**config.mk**
```make
export PLATFORM = sky130hd
export DESIGN_NAME = wsp_mod
export DESIGN_NICKNAME = d
export VERILOG_FILES = /design/src/hdl/wear_share_tier_and_stream_placement_unit_defines.svh /design/src/hdl/wsp_pkg.sv /design/src/hdl/wsp_mod.sv
export SDC_FILE = /design/constraint.sdc
export NUM_CORES = 2
export LEC_CHECK = 0
export ABC_CLOCK_PERIOD_IN_PS = 11400
export BUFFER_PORTS_ARGS = -buffer_cell sky130_fd_sc_hd__clkbuf_2
export CAP_MARGIN = 40
export CORE_ASPECT_RATIO = 1.2
export CORE_MARGIN = 2
export CORE_UTILIZATION = 40
export CTS_BUF_LIST = sky130_fd_sc_hd__clkbuf_8
export DETAILED_ROUTE_END_ITERATION = 10
export PLACE_DENSITY = 0.61
export SYNTH_ARGS = -nofsm -noshare
export SYNTH_HDL_FRONTEND = slang
export SYNTH_SLANG_ARGS = --single-unit
```
**constraint.sdc**
```tcl
create_clock -name clk -period 11.4 [get_ports clk]
set_clock_uncertainty 0.2 [all_clocks]
set_input_delay 0.57 -clock clk [delete_from_list [all_inputs] [get_ports clk]]
set_output_delay 0.57 -clock clk [all_outputs]
set_load 0.01 [all_outputs]
```
**src/hdl/wear_share_tier_and_stream_placement_unit_defines.svh**
```systemverilog
// ----------------------------------------------------------------------------
// Assertion macros for the wear share placement unit
// Concurrent checks on the rising clock edge, off while reset is low.
// ----------------------------------------------------------------------------
`ifndef WEAR_SHARE_TIER_AND_STREAM_PLACEMENT_UNIT_DEFINES_SVH
`define WEAR_SHARE_TIER_AND_STREAM_PLACEMENT_UNIT_DEFINES_SVH

`ifndef SYNTHESIS
`define WSP_ASSERT_NOW(lbl, ante, cons) \
  lbl: assert property (@(posedge clk) disable iff (!rst_n) (ante) |-> (cons)) \
    else $error("assertion failed");
`define WSP_ASSERT_NEXT(lbl, ante, cons) \
  lbl: assert property (@(posedge clk) disable iff (!rst_n) (ante) |=> (cons)) \
    else $error("assertion failed");
`else
`define WSP_ASSERT_NOW(lbl, ante, cons)
`define WSP_ASSERT_NEXT(lbl, ante, cons)
`endif

`endif

```
**src/hdl/wsp_pkg.sv**
```systemverilog
// ----------------------------------------------------------------------------
// wsp_pkg
// Shared constants and types of the wear share placement unit.
// ----------------------------------------------------------------------------
package wsp_pkg;

  localparam logic [63:0] HASH_GOLDEN = 64'h9E3779B97F4A7C15;
  localparam logic [63:0] HASH_OFFSET = 64'd11;
  localparam logic [63:0] HASH_MUL1   = 64'hBF58476D1CE4E5B9;
  localparam logic [63:0] HASH_MUL2   = 64'h94D049BB133111EB;
  localparam int unsigned SHIFT1 = 30;
  localparam int unsigned SHIFT2 = 27;
  localparam int unsigned SHIFT3 = 31;

  localparam logic [1:0] REG_SLC_SHARE = 2'd0;
  localparam logic [1:0] REG_SLC_COUNT = 2'd1;
  localparam logic [1:0] REG_TLC_COUNT = 2'd2;

  localparam logic TIER_SLC = 1'b0;
  localparam logic TIER_TLC = 1'b1;

  // number of remainder stages, four dividend bits each
  localparam int unsigned MOD_STAGES = 16;

  typedef struct packed {
    logic        tier;
    logic [15:0] cnt;
  } place_t;

endpackage

```
**src/hdl/wsp_mod.sv**
```systemverilog
// ----------------------------------------------------------------------------
// wsp_mod
// Pipelined restoring remainder of a 64-bit hash by a 16-bit stream count.
// ----------------------------------------------------------------------------
module wsp_mod (
  input  logic            clk,
  input  logic            en,
  input  logic [63:0]     dvd,
  input  wsp_pkg::place_t place,
  output logic [15:0]     rem,
  output wsp_pkg::place_t place_out
);

  localparam int unsigned N = wsp_pkg::MOD_STAGES;

  logic [15:0]     rem_r   [N];
  logic [63:0]     dvd_r   [N];
  wsp_pkg::place_t place_r [N];

  // four shift and subtract steps on the running remainder
  function automatic logic [15:0] step4(input logic [15:0] r, input logic [3:0] b,
                                        input logic [15:0] c);
    logic [16:0] t;
    logic [15:0] q;
    q = r;
    for (int j = 3; j >= 0; j--) begin
      t = {q, b[j]};
      if (t >= {1'b0, c}) t = t - {1'b0, c};
      q = t[15:0];
    end
    return q;
  endfunction

  for (genvar k = 0; k < N; k++) begin : g_stage
    logic [15:0]     rem_in;
    logic [63:0]     dvd_in;
    wsp_pkg::place_t place_in;
    if (k == 0) begin : g_first
      assign rem_in   = 16'd0;
      assign dvd_in   = dvd;
      assign place_in = place;
    end else begin : g_next
      assign rem_in   = rem_r[k-1];
      assign dvd_in   = dvd_r[k-1];
      assign place_in = place_r[k-1];
    end
    always_ff @(posedge clk) begin
      if (en) begin
        rem_r[k]   <= step4(rem_in, dvd_in[63:60], place_in.cnt);
        dvd_r[k]   <= {dvd_in[59:0], 4'd0};
        place_r[k] <= place_in;
      end
    end
  end

  // a zero count gives stream zero
  assign rem       = (place_r[N-1].cnt == 16'd0) ? 16'd0 : rem_r[N-1];
  assign place_out = place_r[N-1];

endmodule

```
# --- After elaboration in Yosys (flattened, before gate mapping) ---
# Memories as Yosys holds them, arrays and structs flattened.
# Index checks and enable logic that the tools add are counted.
op_classes:
  n_mux: 131
  addsub: 64
  magnitude_cmp: 64
  reduce_logical: 1
op_table:
  columns: ["op", "n"]
  rows:
  - ["$mux 16", 129]
  - ["$ge 17x16->1", 63]
  - ["$sub 16x16->16", 63]
  - ["$ge 1x16->1", 1]
  - ["$logic_not 16->1", 1]
  - ["$sub 1x16->16", 1]
  - ["$mux 1", 2]
word_totals:
  wordCells: 263
  ramBits: 1488
  input_bits: 83
  reg_bits: 0
  mem_count: 3
  out_inout_bits: 33
mem_list:
  columns: ["name", "words", "width", "rd", "rd_ports_with_merged_regs", "wr", "line_no", "text"]
  rows:
  - ["dvd_r", 16, 60, 15, 0, 16, "wsp_mod.sv:17", "logic [63:0] dvd_r [N];"]
  - ["place_r", 16, 17, 16, 0, 16, "wsp_mod.sv:18", "wsp_pkg::place_t place_r [N];"]
  - ["rem_r", 16, 16, 16, 0, 16, "wsp_mod.sv:16", "logic [15:0] rem_r [N];"]

# --- Depth between registers and ports, before layout ---
# An unclocked memory read counts as a cell.
logic_depth:
  ltp_word: 13
  depth_mapped: 53

# --- Worst setup path after synthesis ---
# Ideal clock, no wire load.
synth_timing:
  path_type: "register -> register"
  start: "memory place_r[1][1] (netlist name)"
  end: "memory rem_r[9][6], in the netlist rem_r[1][22] (data pin)"
  path_buffers: 7
  setup_ns: 0.260
  path_slack_ns: -0.305
  path_stages_with_launch: 49
  t_arrival_ns: 11.245
  required_time_ns: 10.940
  cell_sequence: "edfxtp_1 > inv_1 > ha_1 > nor2b_1 > o31a_1 > o31ai_2 > a21oi_1 > o21ai_1 > and2_1 > buf_4 > clkbuf_1 > mux2_2 > ha_1 > and4_1 > and4_1 > and2_1 > a211oi_1 > o21ai_0 > [... 13 more ...] > a21oi_1 > o211ai_2 > buf_1 > buf_2 > a21oi_1 > ha_1 > nor2b_1 > o21a_1 > o21a_1 > o41a_1 > a22o_1 > o41ai_2 > a21boi_0 > o21ai_0 > a21o_1 > a211oi_2 > buf_2 > mux2_2"
synth_lines:
  columns: ["item", "line_no"]
  rows:
  - ["from (decl)", "wsp_mod.sv:18"]
  - ["to (decl)", "wsp_mod.sv:16"]

==> results.toml <==
[worst_setup_path]
worst_path_most_repeated_cell = "a21o_1"
r2r-end = "rem_r[1][81]$_DFFE_PP_"
worst_path_largest_cell_delay_ns = 0.48
criticalPathCategory = "flop to flop"
cp.required_ns = 11.86
r2r_setup_slack_ns = 0.53
endpoint_kind = "flop"
r2r_cells = 46
cp_slowest_cell = "edfxtp_1"
arrival_ns = 11.33
path_max_fanout = 16
reg2reg_from = "place_r[1][72]$_DFFE_PP_"
start_kind = "flop"

[finish]
fin_cells = 12721
final_cell_mix = "1010 x ha_1, 1008 x edfxtp_1, 739 x inv_1"
area_growth_pct = 13.92
drive_gt1_share_pct = 15.42
layout_commonest_cell = "ha_1"
filler_cell_count = 20735
fin_util_pct = 45.84
final_area_um2 = 100300
layout.nets = 10884

[clocking]
clockBufferDepth = 4
cts_tree = "built"
clk-insertion-delay-late_ns = 0.93
root_buffer = "clkbuf_8"
clock_sinks = 1008
path_clk_slew_ns = 0.07
numCtsBuffers = 183
h-tree-depth = 4

[timing]
maxSlewHeadroom_pct = 30.64
max_slew.worst_pin.slew_ns = 1.040
max_freq_mhz = 91.99
final_hold_viol_count = 0
setup_viol = 0
hold_ws_ns = 0.1589
finalCritPeriodShare_pct = 95.35
fin_crit_ns = 10.87
drv_slew = 0

[detailed_routing]
vias = 71886
wl_met3_mm = 9.103
drc = 0
drt_pass1_iterations = 8
drt-met1-wl_mm = 104.6
ant_nets = 0
wl_met2_mm = 124.4
vias_per_cell = 5.651
drt_wl_total_mm = 248.7
top_layer = "met4"
drtIter0Drc = 4365
drt-wirelength-per-cell_um = 19.55

[grt]
antenna_found_initial = 3
grt_max_degree = 166
grt_first_pass_wirelength_mm = 387.8
overflow = 0
grt_pass1_vias = 71571
track_usage_pct = 21.45

[worst_hold_path]
hold_class = "primary input to flop"
worstHoldEndpoint = "dvd_r[0][8]$_DFFE_PP_"
min_path_cells = 2
hp-start = "dvd[8]"

[floorplan]
die_area_um2 = 223900
core_um2 = 218800
dieWidth_um = 432.3
initial_utilization_pct = 40.24
die_h_um = 517.9
rows = 188
boundaryPins = 116

[place]
io_buffer_count = 115
dpl.cell_count = 12281
dpl_cell_area_um2 = 95340
place.gp.congestion = 0.9650
hpwl_mm = 197.9

[outcome]
status = "completed"

[synthesis]
async_flop_share_pct = 0
yosysWarnings = 0
synth_ff_type = "edfxtp_1"
synth_edf_count = 1008
ys_seq_elements = 1008
syn-cell-area_um2 = 88040
synth_cells = 8975
avgSynthCellArea_um2 = 9.809
syn_nets = 10131
synth_cell_types = 118
ys_seq_area_share_pct = 34.38

[run]
maxCapViolCount = 0
-- worst max path at each step --
stage	start	endpoint	cells after the start
floorplan	place_r[1][1]$_DFFE_PP_	rem_r[1][22]$_DFFE_PP_	48
global placement	place_r[0][111]$_DFFE_PP_	rem_r[0][116]$_DFFE_PP_	43
detailed placement	place_r[0][27]$_DFFE_PP_	rem_r[0][36]$_DFFE_PP_	45
CTS	place_r[0][104]$_DFFE_PP_	rem_r[0][116]$_DFFE_PP_	44
global route	place_r[1][72]$_DFFE_PP_	rem_r[1][83]$_DFFE_PP_	46
finish	place_r[1][72]$_DFFE_PP_	rem_r[1][81]$_DFFE_PP_	46
-- cell usage after synthesis (all sizes together) (159+ instances only) --
cell    count  area [µm²]
ha       1010       12640
a21o      286        2148
nor2      536        2014
mux2      491        5645
inv       705        2646
nand3     159       800.8
a21oi     669        3348
nand4     167        1045
o21ai     572        2882
edfxtp   1008       30270
nor3      169       845.8
nand2     567        2128
xor2      244        2137
xnor2     471        4125
-- sequential cells by signal, summed over array words and instances (netlist names) --
register / cells
dvd_r: 480
place_r: 272
rem_r: 256
-- routing by layer --
metal | GRT usage [%] | vias to the layer above
li1 | - | 35220
met1 | 26.01 | 34455
met2 | 38.53 | 1693
met3 | 2.108 | 518
met4 | 8.774 | 0
met5 | 0 | -
-- worst max-delay path: cells and delay by family, from the launching register on --
kind	cells	cell delay, ns
and+or+nand+nor	7	1.46
DFF	1	0.48
buffers and inverters	7	1.16
AOI/OAI and AO/OA	25	4.84
adders and majority gates	4	1.37
muxes	3	1.05
-- logic make-up (layout without fill, tap and decap cells) --
| logic type | count (synthesis) | in the layout | share of synthesized area, % |
|---|---|---|---|
| muxes | 609 | 609 | 7.754 |
| other | 0 | 4 | 0 |
| adders and majority gates | 1073 | 1073 | 15.79 |
| and+or+nand+nor | 2215 | 2215 | 12.39 |
| buffers and inverters | 842 | 1731 | 3.715 |
| DFF | 1008 | 1008 | 34.38 |
| xor gates and xnor gates | 715 | 715 | 7.113 |
| AOI/OAI and AO/OA | 2513 | 2516 | 18.86 |
-- stage by stage --
step | setup TNS (ns) | worst slack (ns)
after floorplan | 0 | 0.01224
after global placement | -1.087 | -0.08347
after detailed placement | -4.319 | -0.1872
after CTS | 0 | 0.002294
after global routing | -0.1615 | -0.03190
final | 0 | 0.5297
-- area by class of cell --
type / instances / area [µm²] / share of cell area [%]
multi-input combinational: 7128 / 54920 / 54.76
sequential: 1008 / 30270 / 30.18
timing repair buffer: 702 / 5375 / 5.360
tap: 2850 / 3566 / 3.556
inverter: 705 / 2646 / 2.639
clock buffer: 186 / 2560 / 2.553
clock inverter: 138 / 939.7 / 0.9369
antenna: 4 / 10.01 / 0.009981
-- repair_timing --
item	in CTS	in global routing
gates cloned	0	4
resized for setup	7	105
pin swaps	0	10
hold buffers	80	0
setup buffers	0	28
hold endpoints to repair	148	0
endpoints found under the setup margin	30	214
Power is left out: the tool's default activity adds up to more than one toggle a clock period on the data nets, which glitch-free logic cannot reach.
