===== src/hdl/wear_share_tier_and_stream_placement_unit_defines.svh =====
// ----------------------------------------------------------------------------
// Assertion macros for the wear share placement unit
// Concurrent checks on the rising clock edge, off while reset is low.
// ----------------------------------------------------------------------------
`ifndef WEAR_SHARE_TIER_AND_STREAM_PLACEMENT_UNIT_DEFINES_SVH
`define WEAR_SHARE_TIER_AND_STREAM_PLACEMENT_UNIT_DEFINES_SVH

`ifndef SYNTHESIS
`define WSP_ASSERT_NOW(lbl, ante, cons) \
  lbl: assert property (@(posedge clk) disable iff (!rst_n) (ante) |-> (cons)) \
    else $error("assertion failed");
`define WSP_ASSERT_NEXT(lbl, ante, cons) \
  lbl: assert property (@(posedge clk) disable iff (!rst_n) (ante) |=> (cons)) \
    else $error("assertion failed");
`else
`define WSP_ASSERT_NOW(lbl, ante, cons)
`define WSP_ASSERT_NEXT(lbl, ante, cons)
`endif

`endif


===== src/hdl/wsp_pkg.sv =====
// ----------------------------------------------------------------------------
// wsp_pkg
// Shared constants and types of the wear share placement unit.
// ----------------------------------------------------------------------------
package wsp_pkg;

  localparam logic [63:0] HASH_GOLDEN = 64'h9E3779B97F4A7C15;
  localparam logic [63:0] HASH_OFFSET = 64'd11;
  localparam logic [63:0] HASH_MUL1   = 64'hBF58476D1CE4E5B9;
  localparam logic [63:0] HASH_MUL2   = 64'h94D049BB133111EB;
  localparam int unsigned SHIFT1 = 30;
  localparam int unsigned SHIFT2 = 27;
  localparam int unsigned SHIFT3 = 31;

  localparam logic [1:0] REG_SLC_SHARE = 2'd0;
  localparam logic [1:0] REG_SLC_COUNT = 2'd1;
  localparam logic [1:0] REG_TLC_COUNT = 2'd2;

  localparam logic TIER_SLC = 1'b0;
  localparam logic TIER_TLC = 1'b1;

  // number of remainder stages, four dividend bits each
  localparam int unsigned MOD_STAGES = 16;

  typedef struct packed {
    logic        tier;
    logic [15:0] cnt;
  } place_t;

endpackage


===== src/hdl/wsp_hash.sv =====
// ----------------------------------------------------------------------------
// wsp_hash
// Three stage splitmix64 finalizer, multiplies cut into 32x32 partials.
// ----------------------------------------------------------------------------
module wsp_hash (
  input  logic        clk,
  input  logic        en,
  input  logic [31:0] key,
  output logic [63:0] hash
);

  logic [63:0] r0, x0;
  logic [63:0] p1_ll_r;
  logic [31:0] p1_hl_r, p1_lh_r;
  logic [63:0] y1, z1;
  logic [63:0] p2_ll_r;
  logic [31:0] p2_hl_r, p2_lh_r;
  logic [63:0] y2;
  logic [63:0] hash_r;

  assign r0 = {32'd0, key} + wsp_pkg::HASH_GOLDEN + wsp_pkg::HASH_OFFSET;
  assign x0 = r0 ^ (r0 >> wsp_pkg::SHIFT1);

  always_ff @(posedge clk) begin
    if (en) begin
      p1_ll_r <= 64'(x0[31:0] * wsp_pkg::HASH_MUL1[31:0]);
      p1_hl_r <= 32'(x0[63:32] * wsp_pkg::HASH_MUL1[31:0]);
      p1_lh_r <= 32'(x0[31:0] * wsp_pkg::HASH_MUL1[63:32]);
    end
  end

  assign y1 = p1_ll_r + {p1_hl_r + p1_lh_r, 32'd0};
  assign z1 = y1 ^ (y1 >> wsp_pkg::SHIFT2);

  always_ff @(posedge clk) begin
    if (en) begin
      p2_ll_r <= 64'(z1[31:0] * wsp_pkg::HASH_MUL2[31:0]);
      p2_hl_r <= 32'(z1[63:32] * wsp_pkg::HASH_MUL2[31:0]);
      p2_lh_r <= 32'(z1[31:0] * wsp_pkg::HASH_MUL2[63:32]);
    end
  end

  assign y2 = p2_ll_r + {p2_hl_r + p2_lh_r, 32'd0};

  always_ff @(posedge clk) begin
    if (en) begin
      hash_r <= y2 ^ (y2 >> wsp_pkg::SHIFT3);
    end
  end

  assign hash = hash_r;

endmodule


===== config.mk =====
export PLATFORM = sky130hd
export DESIGN_NAME = wsp_hash
export DESIGN_NICKNAME = d
export VERILOG_FILES = /design/src/hdl/wear_share_tier_and_stream_placement_unit_defines.svh /design/src/hdl/wsp_pkg.sv /design/src/hdl/wsp_hash.sv
export SDC_FILE = /design/constraint.sdc
export NUM_CORES = 2
export LEC_CHECK = 0
export ABC_AREA = 1
export ABC_CLOCK_PERIOD_IN_PS = 26800
export BUFFER_PORTS_ARGS = -buffer_cell sky130_fd_sc_hd__buf_2
export CORE_ASPECT_RATIO = 0.9
export CORE_UTILIZATION = 51
export DETAILED_ROUTE_END_ITERATION = 10
export PLACE_DENSITY = 0.73
export SETUP_SLACK_MARGIN = 0.3
export SYNTH_ARGS = -nofsm -noshare
export SYNTH_HDL_FRONTEND = slang
export SYNTH_SLANG_ARGS = --single-unit

===== constraint.sdc =====
create_clock -name clk -period 26.8 [get_ports clk]
set_input_delay 5.36 -clock clk [delete_from_list [all_inputs] [get_ports clk]]
set_output_delay 5.36 -clock clk [all_outputs]
set_load 0.005 [all_outputs]

Word-level counts from Yosys, hierarchy flattened

Cells that the tools add are included.

Output and inout port bits: 64
Input bits: 34
Logic and storage cells: 22
Bits in registers: 314

$add $sub $neg: 6
$mul: 6
Bitwise operators: 3

Operators with widths:

| operator                                            | number |
|---|---|
| adder 61 x 64 -> 64 bit                             | 2 |
| multiplier 32 x 29 -> 61 bit, second input constant | 2 |
| adder 32 bit                                        | 2 |
| adder 32 x 64 -> 64 bit, second input constant      | 1 |
| adder 64 x 4 -> 64 bit, second input constant       | 1 |
| multiplier 32 x 29 -> 32 bit, second input constant | 2 |
| multiplier 32 x 32 -> 32 bit, second input constant | 2 |
| bitwise XOR 64 x 33 -> 64 bit                       | 1 |
| bitwise XOR 64 x 34 -> 64 bit                       | 1 |
| bitwise XOR 64 x 37 -> 64 bit                       | 1 |

Longest topological paths before layout

Word-level depth: 4
Depth in mapped cells: 63
Gate-level depth less buffers: 62

Worst setup path before layout

Ideal clock, no wire load.

Path kind: input to register
Start point: input key[5]
End point: register p1_ll_r[54] (data pin)
Stages on the path: 40
Data required time: 26542 ps
Library setup time: 258 ps
Path buffers: 0
Arrival time: 13552 ps
Setup slack: 12990 ps
Path through: ha_1 -> nand3_1 -> nor2_1 -> inv_1 -> nand2_1 -> nor3_2 -> nand3_1 -> nand2_1 -> a21oi_1 -> nor2_1 -> nor2_1 -> a21oi_2 -> nand3_1 -> nand2_1 -> xnor2_1 -> inv_1 -> fa_1 -> inv_1 -> [... 4 more ...] -> fa_1 -> fa_1 -> inv_1 -> fa_1 -> fa_1 -> ha_1 -> a21oi_1 -> o21ai_0 -> a21oi_1 -> o21ai_0 -> a21oi_1 -> inv_1 -> a21oi_1 -> o21ai_0 -> nand2_1 -> nand2_1 -> a21oi_1 -> xnor2_1

Longest elaborated chain between the ends: 4

Ends and longest elaborated chain:

| item                          | line           | RTL |
|---|---|---|
| from (decl)                   | wsp_hash.sv:8  | `input logic [31:0] key,` |
| adder 32 x 64 -> 64 bit       | wsp_hash.sv:21 | `assign r0 = {32'd0, key} + wsp_pkg::HASH_GOLDEN + wsp_pkg::HASH_OFFSET;` |
| adder 64 x 4 -> 64 bit        | wsp_hash.sv:21 |  |
| bitwise XOR 64 x 34 -> 64 bit | wsp_hash.sv:22 | `assign x0 = r0 ^ (r0 >> wsp_pkg::SHIFT1);` |
| multiplier 32 x 29 -> 61 bit  | wsp_hash.sv:26 | `p1_ll_r <= 64'(x0[31:0] * wsp_pkg::HASH_MUL1[31:0]);` |
| to (signal assigned)          | wsp_hash.sv:26 |  |
| to (decl)                     | wsp_hash.sv:13 | `logic [63:0] p1_ll_r;` |

Every way passes these cells.
A chain may end at the register's enable or synchronous reset.

Worst setup path after layout

Start point: input key[5]
End point: register p1_ll_r[55] (data pin)

Longest elaborated chain between the ends: 4

Ends and longest elaborated chain:

| item                          | line           | RTL |
|---|---|---|
| adder 32 x 64 -> 64 bit       | wsp_hash.sv:21 |  |
| adder 64 x 4 -> 64 bit        | wsp_hash.sv:21 |  |
| bitwise XOR 64 x 34 -> 64 bit | wsp_hash.sv:22 |  |
| via x0[1]                     | wsp_hash.sv:12 | `logic [63:0] r0, x0;` |
| multiplier 32 x 29 -> 61 bit  | wsp_hash.sv:26 |  |

The timed path passes the listed nets, and every way through them passes these cells.

==> results.sh <==
export IMPL_wl_mm=229.0
export IMPL_hold_path_startpoint="p2_ll_r[5]$_DFFE_PP_"
export IMPL_netlist_area_um2=74510
export IMPL_placed_cells=9972
export IMPL_cpMaxStageDelayCell="a21boi_0"
export IMPL_die_h_um=364.6
export IMPL_cap_violations=0
export IMPL_synth_compound_gate_area_share_pct=5.466
export IMPL_dr_wl_met3_mm=13.58
export IMPL_holdWs_ps=552.1
export IMPL_ff2ff_path_depth=57
export IMPL_num_vias=52660
export IMPL_synth_top_family_by_area="adder cells"
export IMPL_drt_antenna_violating_nets=0
export IMPL_synth_seq_area_share_pct=11.85
export IMPL_criticalPathCategory="primary input to flop"
export IMPL_regToRegStartpoint="p1_hl_r[18]$_DFFE_PP_"
export IMPL_io_buffer_count=97
export IMPL_dpl_worst_slack_ps=10680
export IMPL_seqCellArea_um2=8828
export IMPL_cts_hold_buf=0
export IMPL_end_kind="flop"
export IMPL_netlist_instances=7848
export IMPL_r2r_slack_ps=14410
export IMPL_grt_usage_pct=31.57
export IMPL_drt_wirelength_per_cell_um=22.81
export IMPL_grt_overflow_total=0
export IMPL_rr_endpoint="p2_hl_r[31]$_DFFE_PP_"
export IMPL_nets=10760
export IMPL_cp_required_ps=27120
export IMPL_grt_pass1_wl_mm=342.1
export IMPL_min_period_ps=15610
export IMPL_firstDrtPassIters=5
export IMPL_fmax_ghz=0.06406
export IMPL_ys_ff_latch=294
export IMPL_start_util_pct=51.56
export IMPL_relSlewSlack_pct=17.97
export IMPL_setup_slack_ps=11190
export IMPL_clock_latency_ps=580
export IMPL_tns_ps=0
export IMPL_cp_arrival_ps=15930
export IMPL_tightest_slew_ps=1229
export IMPL_startpoint_type="primary input"
export IMPL_instances_no_fill=10040
export IMPL_crit_fanout=11
export IMPL_final_max_slew_viol_count=0
export IMPL_netlist_top_cells_area="fa_1 35%, ha_1 23%, inv_1 13%"
export IMPL_synth_fa_ha_area_share_pct=57.71
export IMPL_grt_setup_unrepaired="no"
export IMPL_syn2layout_area_growth_pct=6.695
export IMPL_crit_top_cell="inv_1"
export IMPL_outcome="finished, final reports clean"
export IMPL_ys_warn_count=0
export IMPL_max_stage_delay_ps=890
export IMPL_core_area_um2=144500
export IMPL_synth_simple_area_share_pct=6.740
export IMPL_min_path_type="flop to flop"
export IMPL_viasPerCell=5.245
export IMPL_clockRootBuffer="clkbuf_16"
export IMPL_dieArea_um2=147600
export IMPL_period_share_pct=58.24
export IMPL_hold_viol_final=0
export IMPL_cts_repair_resized=0
export IMPL_postCtsSetupBuffers=0
export IMPL_cp_startpoint="key[5]"
export IMPL_cts_reportedPaths_clkPinSlew_ps=60
export IMPL_async_flop_share_pct=0
export IMPL_antenna_found_initial=6
export IMPL_synth_top_area_cell="fa_1"
export IMPL_grt_max_degree=109
export IMPL_cts_tree="built"
export IMPL_ios=98
export IMPL_wl_met1_mm=92.43
export IMPL_layout_drive_gt1_share_pct=3.941
export IMPL_cts_path_max_buffers=3
export IMPL_drtIter0Drc=3528
export IMPL_core_rowCount=132
export IMPL_multiInputGateArea_um2=56390
export IMPL_met2_wirelength_mm=107.9
export IMPL_fp_dieW_um=404.9
export IMPL_synth_nets=10550
export IMPL_htreeDepth=2
export IMPL_skew_ps=33.93
export IMPL_place_hpwl_mm=203.9
export IMPL_drc=0
export IMPL_synth_cell_type_count=58
export IMPL_synth_xor_area_share_pct=5.634
export IMPL_synth_mux_area_share_pct=0
export IMPL_cp_endpoint="p1_ll_r[55]$_DFFE_PP_"
export IMPL_setup_violations=0
export IMPL_cts_num_sinks=294
export IMPL_synth_edf_count=294
export IMPL_gp_congestion=1.013
export IMPL_synth_avg_cell_area_um2=9.494
export IMPL_synth_top_area_share_pct=34.63
export IMPL_fillCellCount=12970
export IMPL_highest_layer="met5"
export IMPL_synth_main_ff_cell="edfxtp_1"
export IMPL_cts_buffers=36
export IMPL_grt_pass1_vias=55840
synth_stat cells (6+ instances only):
cell,count
o211ai_1,12
a21boi_0,7
xnor2_1,177
nor4_1,9
o21ai_0,144
nand3_2,6
nor3_1,31
xor2_1,279
fa_1,1289
a211oi_1,7
ha_1,1374
o21a_1,23
o31ai_1,6
a31oi_1,35
a21oi_1,368
a21o_1,24
edfxtp_1,294
inv_1,2495
o21ai_1,11
o221ai_1,13
nand3_1,143
nand2_1,689
o2111ai_1,6
o21bai_1,19
or2_2,6
nor2_1,264
nand2_2,17
nand4_1,27
a21boi_1,10
cell families after synthesis:
kind of cell | after synthesis
adders and majority gates | 2663
buffers and inverters | 2501
and+or+nand+nor | 1212
AOI/OAI and AO/OA | 712
xor gates and xnor gates | 466
DFF | 294
worst min path at each step:
stage                                     to  slack, ps  cells after the start
after global placement     hash[5]$_DFFE_PP_        540                      1
final                      hash[5]$_DFFE_PP_        550                      1
after global routing      hash[30]$_DFFE_PP_        590                      1
after detailed placement   hash[5]$_DFFE_PP_        540                      1
after floorplan           hash[28]$_DFFE_PP_        510                      2
after CTS                  hash[5]$_DFFE_PP_        550                      1
area by class of cell:
| class | instances | area share, % |
|---|---|---|
| multi-input combinational | 5053 | 70.94 |
| inverter | 2499 | 11.80 |
| sequential | 294 | 11.11 |
| tap | 1943 | 3.058 |
| timing repair buffer | 183 | 1.435 |
| clock buffer | 42 | 1.215 |
| clock inverter | 24 | 0.4407 |
| antenna | 2 | 0.006295 |
layer usage:
metal	up-vias	global-route usage [%]
met5	-	0
met1	26040	39.62
met4	4	17.30
met3	431	3.895
met2	1774	53.11
li1	24410	-
cell usage in the layout (no fill, tap or decap), types with 5 or more instances in the layout:
cell	instances
nand3_1	143
nor4_1	8
o31ai_1	6
o221ai_1	13
o21a_1	23
nor2_1	264
o2111ai_1	6
nor2_2	5
o21bai_1	19
bufinv_16	8
clkinv_2	7
a31oi_1	35
nand2_1	689
buf_4	86
a21o_1	24
a21oi_1	368
xor2_2	15
a21boi_1	10
inv_1	2495
xnor2_1	174
edfxtp_1	294
nand4_1	27
nand3_2	6
ha_1	1374
clkbuf_16	38
o211ai_1	12
nand3b_1	5
nor3_1	31
o21ai_0	144
nand2_2	17
fa_1	1289
buf_2	96
xor2_1	269
a21boi_0	7
or2_2	6
a211oi_1	7
o21ai_1	11
critical path, delay by kind of cell:
family                     cells  cell delay, ps
adders and majority gates     10            4500
AOI/OAI and AO/OA              9            2410
and+or+nand+nor               16            1670
buffers and inverters         11            1260
xor gates and xnor gates       2             690
sequential cells by signal, summed over array words and instances, names as in the netlist:
name     count
p2_lh_r     32
hash        64
p1_hl_r     18
p1_lh_r     32
p2_ll_r     57
p2_hl_r     32
p1_ll_r     59
metrics by stage:
stage | cell area [um^2] | utilization (%)
2_1_floorplan | 74510 | -
3_3_place_gp | 78180 | 54.10
3_5_place_dp | 78180 | 54.10
4_1_cts | 79490 | 55.01
5_1_grt | 79490 | 55.01
6_report | 79500 | 55.01
Power is not shown: default switching activity piles up to over one toggle a cycle in this logic, so the estimate is an artifact.
